[config.mk]
export PLATFORM = sky130hd
export DESIGN_NAME = differential_heater_relay_control
export DESIGN_NICKNAME = d
export VERILOG_FILES = /design/src/hdl/hdrc_pkg.sv /design/src/hdl/hdrc_cfg_regs.sv /design/src/hdl/hdrc_relay_logic.sv /design/src/hdl/differential_heater_relay_control.sv
export SDC_FILE = /design/constraint.sdc
export NUM_CORES = 1
export LEC_CHECK = 0
export ABC_CLOCK_PERIOD_IN_PS = 10700
export BUFFER_PORTS_ARGS = -buffer_cell sky130_fd_sc_hd__buf_2
export CAP_MARGIN = 20
export CORE_ASPECT_RATIO = 0.9
export CORE_MARGIN = 3
export CORE_UTILIZATION = 40
export CTS_CLUSTER_DIAMETER = 30
export DETAILED_ROUTE_END_ITERATION = 6
export PLACE_DENSITY_LB_ADDON = 0.1
export SYNTH_ARGS = -nofsm -noshare
export SYNTH_HDL_FRONTEND = slang
export SYNTH_SLANG_ARGS = --single-unit
[constraint.sdc]
create_clock -name clk -period 10.7 [get_ports clk]
set_input_delay 2.14 -clock clk [delete_from_list [all_inputs] [get_ports clk]]
set_output_delay 2.14 -clock clk [all_outputs]
set_load 0.01 [all_outputs]
[src/hdl/hdrc_pkg.sv]
// ---------------------------------------------------------------------------
// hdrc_pkg
// Widths, register codes, reset values and item types of the relay controller.
// ---------------------------------------------------------------------------
package hdrc_pkg;

  localparam int TEMP_W     = 12;  // signed temperature, 1/16 C
  localparam int HYST_W     = 11;  // unsigned hysteresis
  localparam int CALC_W     = 14;  // holds temp + hyst and diff + hyst exactly
  localparam int ERR_CNT_W  = 6;
  localparam int LIMIT_W    = 8;
  localparam int CFG_IDX_W  = 3;
  localparam int CFG_DATA_W = 12;
  localparam int S_TDATA_W  = 24;
  localparam int S_TUSER_W  = 2;
  localparam int M_TDATA_W  = 8;
  localparam int M_TUSER_W  = 2;

  localparam logic [LIMIT_W-1:0]   ERROR_LIMIT_DEF = 8'd60;
  localparam logic [ERR_CNT_W-1:0] ERR_CNT_MAX     = '1;

  // Register codes on the configuration port
  typedef enum logic [CFG_IDX_W-1:0] {
    REG_PIPE_LIMIT         = 3'd0,
    REG_BOILER_UPPER_LIMIT = 3'd1,
    REG_BOILER_UPPER_HYST  = 3'd2,
    REG_BOILER_SETPOINT    = 3'd3,
    REG_DIFF_HYST          = 3'd4,
    REG_DIFF_THRESHOLD     = 3'd5,
    REG_INSTANT_SETPOINT   = 3'd6,
    REG_INSTANT_HYST       = 3'd7
  } cfg_reg_t;

  // Register reset values
  localparam logic signed [TEMP_W-1:0] PIPE_LIMIT_RST         = 12'sd1440;
  localparam logic signed [TEMP_W-1:0] BOILER_UPPER_LIMIT_RST = 12'sd1440;
  localparam logic        [HYST_W-1:0] BOILER_UPPER_HYST_RST  = 11'd80;
  localparam logic signed [TEMP_W-1:0] BOILER_SETPOINT_RST    = 12'sd960;
  localparam logic        [HYST_W-1:0] DIFF_HYST_RST          = 11'd32;
  localparam logic signed [TEMP_W-1:0] DIFF_THRESHOLD_RST     = 12'sd160;
  localparam logic signed [TEMP_W-1:0] INSTANT_SETPOINT_RST   = 12'sd720;
  localparam logic        [HYST_W-1:0] INSTANT_HYST_RST       = 11'd32;

  typedef struct packed {
    logic signed [TEMP_W-1:0] pipe_limit;
    logic signed [TEMP_W-1:0] boiler_upper_limit;
    logic        [HYST_W-1:0] boiler_upper_hyst;
    logic signed [TEMP_W-1:0] boiler_setpoint;
    logic        [HYST_W-1:0] diff_hyst;
    logic signed [TEMP_W-1:0] diff_threshold;
    logic signed [TEMP_W-1:0] instant_setpoint;
    logic        [HYST_W-1:0] instant_hyst;
  } cfg_t;

  typedef struct packed {
    logic signed [TEMP_W-1:0] boiler_temp;
    logic                     boiler_ok;
    logic signed [TEMP_W-1:0] pipe_temp;
    logic                     pipe_ok;
  } item_t;

  typedef struct packed {
    logic                 boiler_on;
    logic                 instant_on;
    logic [ERR_CNT_W-1:0] error_count;
  } state_t;

  typedef struct packed {
    logic boiler_heat;
    logic instant_heat;
    logic reading_valid;
    logic reset_request;
  } result_t;

endpackage

[src/hdl/hdrc_cfg_regs.sv]
// ---------------------------------------------------------------------------
// hdrc_cfg_regs
// Limit, setpoint, threshold and hysteresis registers behind the plain write port.
// ---------------------------------------------------------------------------
module hdrc_cfg_regs (
  input  logic                             clk,
  input  logic                             rst,
  input  logic                             cfg_we,
  input  logic [hdrc_pkg::CFG_IDX_W-1:0]   cfg_index,
  input  logic [hdrc_pkg::CFG_DATA_W-1:0]  cfg_data,
  output hdrc_pkg::cfg_t                   cfg
);
  import hdrc_pkg::*;

  // Register file, one register per write
  always_ff @(posedge clk) begin
    if (rst) begin
      cfg.pipe_limit         <= PIPE_LIMIT_RST;
      cfg.boiler_upper_limit <= BOILER_UPPER_LIMIT_RST;
      cfg.boiler_upper_hyst  <= BOILER_UPPER_HYST_RST;
      cfg.boiler_setpoint    <= BOILER_SETPOINT_RST;
      cfg.diff_hyst          <= DIFF_HYST_RST;
      cfg.diff_threshold     <= DIFF_THRESHOLD_RST;
      cfg.instant_setpoint   <= INSTANT_SETPOINT_RST;
      cfg.instant_hyst       <= INSTANT_HYST_RST;
    end else if (cfg_we) begin
      case (cfg_reg_t'(cfg_index))
        REG_PIPE_LIMIT:         cfg.pipe_limit         <= cfg_data[TEMP_W-1:0];
        REG_BOILER_UPPER_LIMIT: cfg.boiler_upper_limit <= cfg_data[TEMP_W-1:0];
        REG_BOILER_UPPER_HYST:  cfg.boiler_upper_hyst  <= cfg_data[HYST_W-1:0];
        REG_BOILER_SETPOINT:    cfg.boiler_setpoint    <= cfg_data[TEMP_W-1:0];
        REG_DIFF_HYST:          cfg.diff_hyst          <= cfg_data[HYST_W-1:0];
        REG_DIFF_THRESHOLD:     cfg.diff_threshold     <= cfg_data[TEMP_W-1:0];
        REG_INSTANT_SETPOINT:   cfg.instant_setpoint   <= cfg_data[TEMP_W-1:0];
        REG_INSTANT_HYST:       cfg.instant_hyst       <= cfg_data[HYST_W-1:0];
        default: ;
      endcase
    end
  end

endmodule

[src/hdl/hdrc_relay_logic.sv]
// ---------------------------------------------------------------------------
// hdrc_relay_logic
// One measurement period: error counting and both hysteresis relays.
// ---------------------------------------------------------------------------
module hdrc_relay_logic #(
  parameter logic [hdrc_pkg::LIMIT_W-1:0] ERROR_LIMIT = hdrc_pkg::ERROR_LIMIT_DEF
) (
  input  hdrc_pkg::cfg_t    cfg,
  input  hdrc_pkg::item_t   item,
  input  hdrc_pkg::state_t  st,
  output hdrc_pkg::state_t  st_next,
  output hdrc_pkg::result_t res
);
  import hdrc_pkg::*;

  logic                     over_limit;
  logic                     sensors_ok;
  logic signed [CALC_W-1:0] boiler;
  logic signed [CALC_W-1:0] pipe;
  logic signed [CALC_W-1:0] diff;
  logic signed [CALC_W-1:0] pipe_lim;
  logic signed [CALC_W-1:0] up_lim;
  logic signed [CALC_W-1:0] up_hyst;
  logic signed [CALC_W-1:0] setpt;
  logic signed [CALC_W-1:0] d_hyst;
  logic signed [CALC_W-1:0] d_thr;
  logic signed [CALC_W-1:0] i_setpt;
  logic signed [CALC_W-1:0] i_hyst;
  logic                     boiler_upd;
  logic                     instant_upd;

  // Operands widened so every sum and compare is exact
  always_comb begin
    boiler   = CALC_W'(item.boiler_temp);
    pipe     = CALC_W'(item.pipe_temp);
    diff     = pipe - boiler;
    pipe_lim = CALC_W'(cfg.pipe_limit);
    up_lim   = CALC_W'(cfg.boiler_upper_limit);
    up_hyst  = CALC_W'(cfg.boiler_upper_hyst);
    setpt    = CALC_W'(cfg.boiler_setpoint);
    d_hyst   = CALC_W'(cfg.diff_hyst);
    d_thr    = CALC_W'(cfg.diff_threshold);
    i_setpt  = CALC_W'(cfg.instant_setpoint);
    i_hyst   = CALC_W'(cfg.instant_hyst);
  end

  // Boiler relay: overheat protection above the pipe limit, else differential
  always_comb begin
    boiler_upd = st.boiler_on;
    if (pipe > pipe_lim) begin
      if (st.boiler_on) begin
        if (boiler > up_lim) boiler_upd = 1'b0;
      end else if (boiler + up_hyst < up_lim) begin
        boiler_upd = 1'b1;
      end
    end else begin
      if (st.boiler_on) begin
        if (boiler > setpt || diff + d_hyst < d_thr) boiler_upd = 1'b0;
      end else if (diff > d_thr && boiler + d_hyst < setpt) begin
        boiler_upd = 1'b1;
      end
    end
  end

  // Instant heater relay
  always_comb begin
    instant_upd = st.instant_on;
    if (st.instant_on) begin
      if (boiler > i_setpt) instant_upd = 1'b0;
    end else if (boiler + i_hyst < i_setpt) begin
      instant_upd = 1'b1;
    end
  end

  // Period outcome: reset request, bad sensor, or relay update
  always_comb begin
    over_limit = LIMIT_W'(st.error_count) > ERROR_LIMIT;
    sensors_ok = item.boiler_ok && item.pipe_ok;
    st_next    = st;
    res        = '0;
    if (over_limit) begin
      st_next           = '0;
      res.reset_request = 1'b1;
    end else if (!sensors_ok) begin
      if (st.error_count != ERR_CNT_MAX) st_next.error_count = st.error_count + 1'b1;
    end else begin
      st_next.error_count = '0;
      st_next.boiler_on   = boiler_upd;
      st_next.instant_on  = instant_upd;
      res.reading_valid   = 1'b1;
    end
    res.boiler_heat  = st_next.boiler_on;
    res.instant_heat = st_next.instant_on;
  end

endmodule

[src/hdl/differential_heater_relay_control.sv]
// ---------------------------------------------------------------------------
// differential_heater_relay_control
// Differential boiler thermostat with overheat protection and instant heater.
// ---------------------------------------------------------------------------
// Usage:
//   s_* channel takes one measurement period per request: boiler and pipe
//   temperatures in tdata, the two sensor-good flags in tuser.
//   m_* channel returns one result per request: relay states in tdata,
//   reading-valid and reset-request flags in tuser.
//   cfg_we/cfg_index/cfg_data write one register per cycle, only while idle;
//   the user must keep to that, the block does not enforce it. A request
//   waits in the input register, and the relay state updates once per request
//   as it moves to the result register when free. Throughput: one request per
//   cycle while m_tready is high; the two registers form a two-stage pipe.
//   When m_tready is low the result holds and one more request may wait in
//   the input register; s_tready then drops until the result is taken.
//   Reset (rst, synchronous) clears both relays, the error counter and both
//   valid flags, and loads the register defaults.
//   A period seen with the error counter above ERROR_LIMIT returns a reset
//   request with both relays off and clears the relay state.
// ---------------------------------------------------------------------------
module differential_heater_relay_control #(
  parameter logic [hdrc_pkg::LIMIT_W-1:0] ERROR_LIMIT = hdrc_pkg::ERROR_LIMIT_DEF
) (
  input  logic                             clk,
  input  logic                             rst,
  input  logic                             s_tvalid,
  output logic                             s_tready,
  input  logic [hdrc_pkg::S_TDATA_W-1:0]   s_tdata,   // boiler_temp[11:0], pipe_temp[23:12]
  input  logic [hdrc_pkg::S_TUSER_W-1:0]   s_tuser,   // boiler_ok[0], pipe_ok[1]
  output logic                             m_tvalid,
  input  logic                             m_tready,
  output logic [hdrc_pkg::M_TDATA_W-1:0]   m_tdata,   // boiler_heat[0], instant_heat[1], zeros
  output logic [hdrc_pkg::M_TUSER_W-1:0]   m_tuser,   // reading_valid[0], reset_request[1]
  input  logic                             cfg_we,
  input  logic [hdrc_pkg::CFG_IDX_W-1:0]   cfg_index,
  input  logic [hdrc_pkg::CFG_DATA_W-1:0]  cfg_data
);
  import hdrc_pkg::*;

  cfg_t    cfg;
  item_t   in_item;
  logic    in_valid;
  state_t  st;
  state_t  st_next;
  result_t res_next;
  result_t out_res;
  logic    out_valid;
  logic    advance;

  hdrc_cfg_regs u_cfg (
    .clk       (clk),
    .rst       (rst),
    .cfg_we    (cfg_we),
    .cfg_index (cfg_index),
    .cfg_data  (cfg_data),
    .cfg       (cfg)
  );

  hdrc_relay_logic #(
    .ERROR_LIMIT (ERROR_LIMIT)
  ) u_logic (
    .cfg     (cfg),
    .item    (in_item),
    .st      (st),
    .st_next (st_next),
    .res     (res_next)
  );

  // Move the held request into the result register when it is free
  assign advance  = in_valid && (!out_valid || m_tready);
  assign s_tready = !in_valid || advance;

  // Input register
  always_ff @(posedge clk) begin
    if (rst) begin
      in_valid <= 1'b0;
    end else if (s_tready) begin
      in_valid <= s_tvalid;
    end
  end

  always_ff @(posedge clk) begin
    if (s_tvalid && s_tready) begin
      in_item.boiler_temp <= s_tdata[TEMP_W-1:0];
      in_item.pipe_temp   <= s_tdata[2*TEMP_W-1:TEMP_W];
      in_item.boiler_ok   <= s_tuser[0];
      in_item.pipe_ok     <= s_tuser[1];
    end
  end

  // Relay and error-count state
  always_ff @(posedge clk) begin
    if (rst) begin
      st <= '0;
    end else if (advance) begin
      st <= st_next;
    end
  end

  // Result register
  always_ff @(posedge clk) begin
    if (rst) begin
      out_valid <= 1'b0;
    end else if (advance) begin
      out_valid <= 1'b1;
    end else if (m_tready) begin
      out_valid <= 1'b0;
    end
  end

  always_ff @(posedge clk) begin
    if (advance) begin
      out_res <= res_next;
    end
  end

  assign m_tvalid = out_valid;
  assign m_tdata  = {{(M_TDATA_W-2){1'b0}}, out_res.instant_heat, out_res.boiler_heat};
  assign m_tuser  = {out_res.reset_request, out_res.reading_valid};

endmodule

==> flow_metrics.py <==
metrics = {
    "finish": {
        "multiInputGateArea_sq_um": 6100,
        "regArea_sq_um": 2960,
        "nets": 1415,
        "antenna_cells": 0,
        "fillers": 2287,
        "layout-drive-gt1-share": 0.0869,
        "area_growth_pct": 11.4,
    },
    "outcome": {
        "status": "completed",
    },
    "drt": {
        "drt-initial-drc-count": 523,
        "antenna_left": 0,
        "wl_per_cell_um": 18.4,
        "vias": 7966,
        "drc": 0,
        "wirelength_um": 27800,
        "vias_per_cell": 5.28,
        "dr.pass1.iters": 5,
    },
    "clocking": {
        "cts_hold_buf": 0,
        "clk_pin_slew_ps": 60,
        "cts.sinks": 133,
        "ctsResizeCount": 0,
        "htreeDepth": 4,
        "cts_buffers": 17,
        "ctsLongestPathBuffers": 2,
        "cts_setup_buffers": 0,
        "clk-insertion-delay-late_ps": 440,
        "clockRootBuffer": "clkbuf_16",
        "cts_tree": "done",
    },
    "job": {
        "maxCapViolCount": 0,
    },
    "grt": {
        "grt.overflow.total": 0,
        "grt_pass1_vias": 7427,
        "antenna_found_initial": 1,
        "grt.total_usage": 0.216,
        "grt_pass1_wl_um": 42800,
        "grt_max_degree": 59,
    },
    "power_and_ir_drop": {
        "power.leakage_nw": 4.68,
        "vdd_drop_max_mv": 0.0772,
        "powerDensity_nw_per_um2": 137,
    },
    "die": {
        "die_h_um": 153,
        "initial_core_util": 0.410,
        "rows": 53,
        "num_io_pins": 58,
        "chipWidth_um": 170,
        "dieArea_sq_um": 26000,
        "core-area_sq_um": 23500,
    },
    "critical_path": {
        "cp_max_fo": 11,
        "r2r_start": "in_item[15]",
        "critPathCapture": "m_tdata[0]",
        "end_kind": "flip-flop",
        "cp_top_family": "compound AO/OA/AOI/OAI gates",
        "worstPathCellList": "inv_1 -> ha_1 -> nor2b_1 -> o31a_1 -> o21ai_1 -> a21boi_2 -> o21a_1 -> nor2_1 -> xnor2_1 -> ha_1 -> nor3_1 -> a211o_1 -> xnor2_1 -> ha_1 -> a2111oi_0 -> o21ai_0 -> o22ai_1 -> nand3_1 -> o2111ai_1 -> o311ai_1 -> o21ai_1 -> a311oi_1",
        "crit_slowest_cell": "edfxtp_1",
        "start_kind": "flip-flop",
        "r2r_cells": 22,
        "cp.depth": 22,
        "regToRegSetupSlack_ps": 5550,
        "critical_path_required_ps": 10870,
        "path_class": "reg -> reg",
        "cp_slowest_stage_delay_ps": 720,
        "critPathBufInv": 1,
        "rr_endpoint": "m_tdata[0]",
        "startpoint": "in_item[15]",
        "cp.arrival_ps": 5320,
        "cp_common_cell": "ha_1",
    },
    "synthesis": {
        "netlist_instances": 1156,
        "yosysMostFrequentCell": "nand2_1",
        "synth_edf_count": 30,
        "yosysUniqueCellTypes": 59,
        "synth_area_leaders": "ha_1 22%, dfxtp_1 21%, edfxtp_1 9.3%, nand2_1 7.4%, a21oi_1 6.4%",
        "synth_seq_cells": 133,
        "synth.cell_area_sq_um": 9640,
        "synth_common_cells": "191 x nand2_1, 169 x ha_1, 124 x a21oi_1",
        "yosys.area.top_type": "ha_1",
        "synth_warnings": 0,
        "dominantRegCellSynth": "dfxtp_1",
        "async_flop_share": 0,
        "ys_seq_area_frac": 0.307,
        "synth_top_area_share": 0.219,
        "avgSynthCellArea_sq_um": 8.34,
    },
    "timing": {
        "whs_ps": 453,
        "tns_ps": 0,
        "period_minus_slack_ps": 5150,
        "grt_setup_unrepaired": "no",
        "setup_ws_ps": 5550,
        "setup_viol": 0,
        "post-route-period-util": 0.482,
        "slew-limit-headroom": 0.289,
        "slew_viol_final": 0,
        "clock_skew_ps": 17.4,
        "worst_pin_slew_ps": 1060,
        "hold_viol": 0,
        "fmax_mhz": 194,
    },
    "placed_design": {
        "dp_hpwl_um": 20600,
        "place_congestion": 0.862,
        "pre_cts_ws_ps": 5530,
        "io_buffers": 51,
    },
    "min_path": {
        "worst_hold_path_type": "reg -> reg",
    },
}
[per-layer routing]
metal / part of all wire / global-route usage
met2: 0.42 / 0.319
met3: 0.062 / 0.0396
met1: 0.50 / 0.318
met4: 0.021 / 0.0643
met5: 0.00040 / 0
[area by class of cell]
| type | instances | share of cell area |
|---|---|---|
| multi-input cells | 879 | 0.568 |
| flip-flops and latches | 133 | 0.276 |
| clock buffers | 17 | 0.0396 |
| inverters | 106 | 0.0370 |
| well taps | 302 | 0.0352 |
| repair buffers | 58 | 0.0289 |
| clock inverters | 15 | 0.0157 |
[sequential cells by signal (all words and copies together) (netlist names)]
name	cells
st	8
m_tvalid	1
in_item	26
m_tuser	2
m_tdata	2
u_cfg.cfg	93
in_valid	1
[worst min-delay path by stage]
stage,endpoint,startpoint,slack [ps],cells past startpoint
after global routing,u_cfg.cfg[51],u_cfg.cfg[51],480,2
after global placement,u_cfg.cfg[73],u_cfg.cfg[73],440,2
after floorplan,u_cfg.cfg[12],u_cfg.cfg[12],440,2
after detailed placement,u_cfg.cfg[22],u_cfg.cfg[22],450,2
after CTS,u_cfg.cfg[57],u_cfg.cfg[57],460,2
final,u_cfg.cfg[29],u_cfg.cfg[29],450,2
[through the flow]
stage	cell area (sq um)	power, mW	std cells	util
3_5_place_dp	10200	0.876	1478	0.431
2_1_floorplan	9660	0.789	1161	-
6_report	10700	1.47	1510	0.456
4_1_cts	10700	1.48	1510	0.456
5_1_grt	10700	1.55	1510	0.456
3_3_place_gp	10200	0.876	1478	0.431
[worst register-to-register path, stage by stage, from the launching register on]
cell	delay (ps)
edfxtp_1	720
inv_1	100
ha_1	290
nor2b_1	140
o31a_1	260
o21ai_1	230
a21boi_2	120
o21a_1	180
nor2_1	110
xnor2_1	160
ha_1	260
nor3_1	70
a211o_1	340
xnor2_1	140
ha_1	310
a2111oi_0	400
o21ai_0	150
o22ai_1	230
nand3_1	100
o2111ai_1	120
o311ai_1	140
o21ai_1	220
a311oi_1	140
[report_power, final]
| part | total [mW] | switching, mW | internal [mW] |
|---|---|---|---|
| clock | 0.604 | 0.270 | 0.334 |
| combinational | 0.316 | 0.183 | 0.133 |
| sequential | 0.551 | 0.0208 | 0.531 |
[cell families (layout without fill, tap and decap cells)]
logic type	after synthesis	after routing	share of synthesized area
flip-flops	133	133	0.307
other	1	6	0.000389
AND/OR/NAND/NOR	363	363	0.165
AO/OA/AOI/OAI	285	285	0.189
buffers and inverters	149	196	0.0618
multiplexers	2	2	0.00208
XOR/XNOR	49	49	0.0453
adder cells (fa/ha/maj)	174	174	0.230
[cell usage in the layout (no fill, tap or decap), types with 8 or more instances in the layout]
cell	synthesis	final
nand2_1	191	191
ha_1	169	169
a21oi_1	124	124
inv_1	106	106
dfxtp_1	103	103
nor2_1	76	76
buf_2	3	50
xnor2_1	35	35
o21ai_0	31	31
edfxtp_1	30	30
a21o_1	27	27
nor2b_1	19	19
nand3_1	19	19
nand4_1	17	17
clkbuf_16	0	17
a211o_1	16	16
xor2_1	13	13
nand2b_1	11	11
nor3_1	11	11
o21a_1	10	10
nand3b_1	9	9
o21bai_1	8	8
buf_4	6	8
Note: power is estimated with default switching activity, not from simulation.
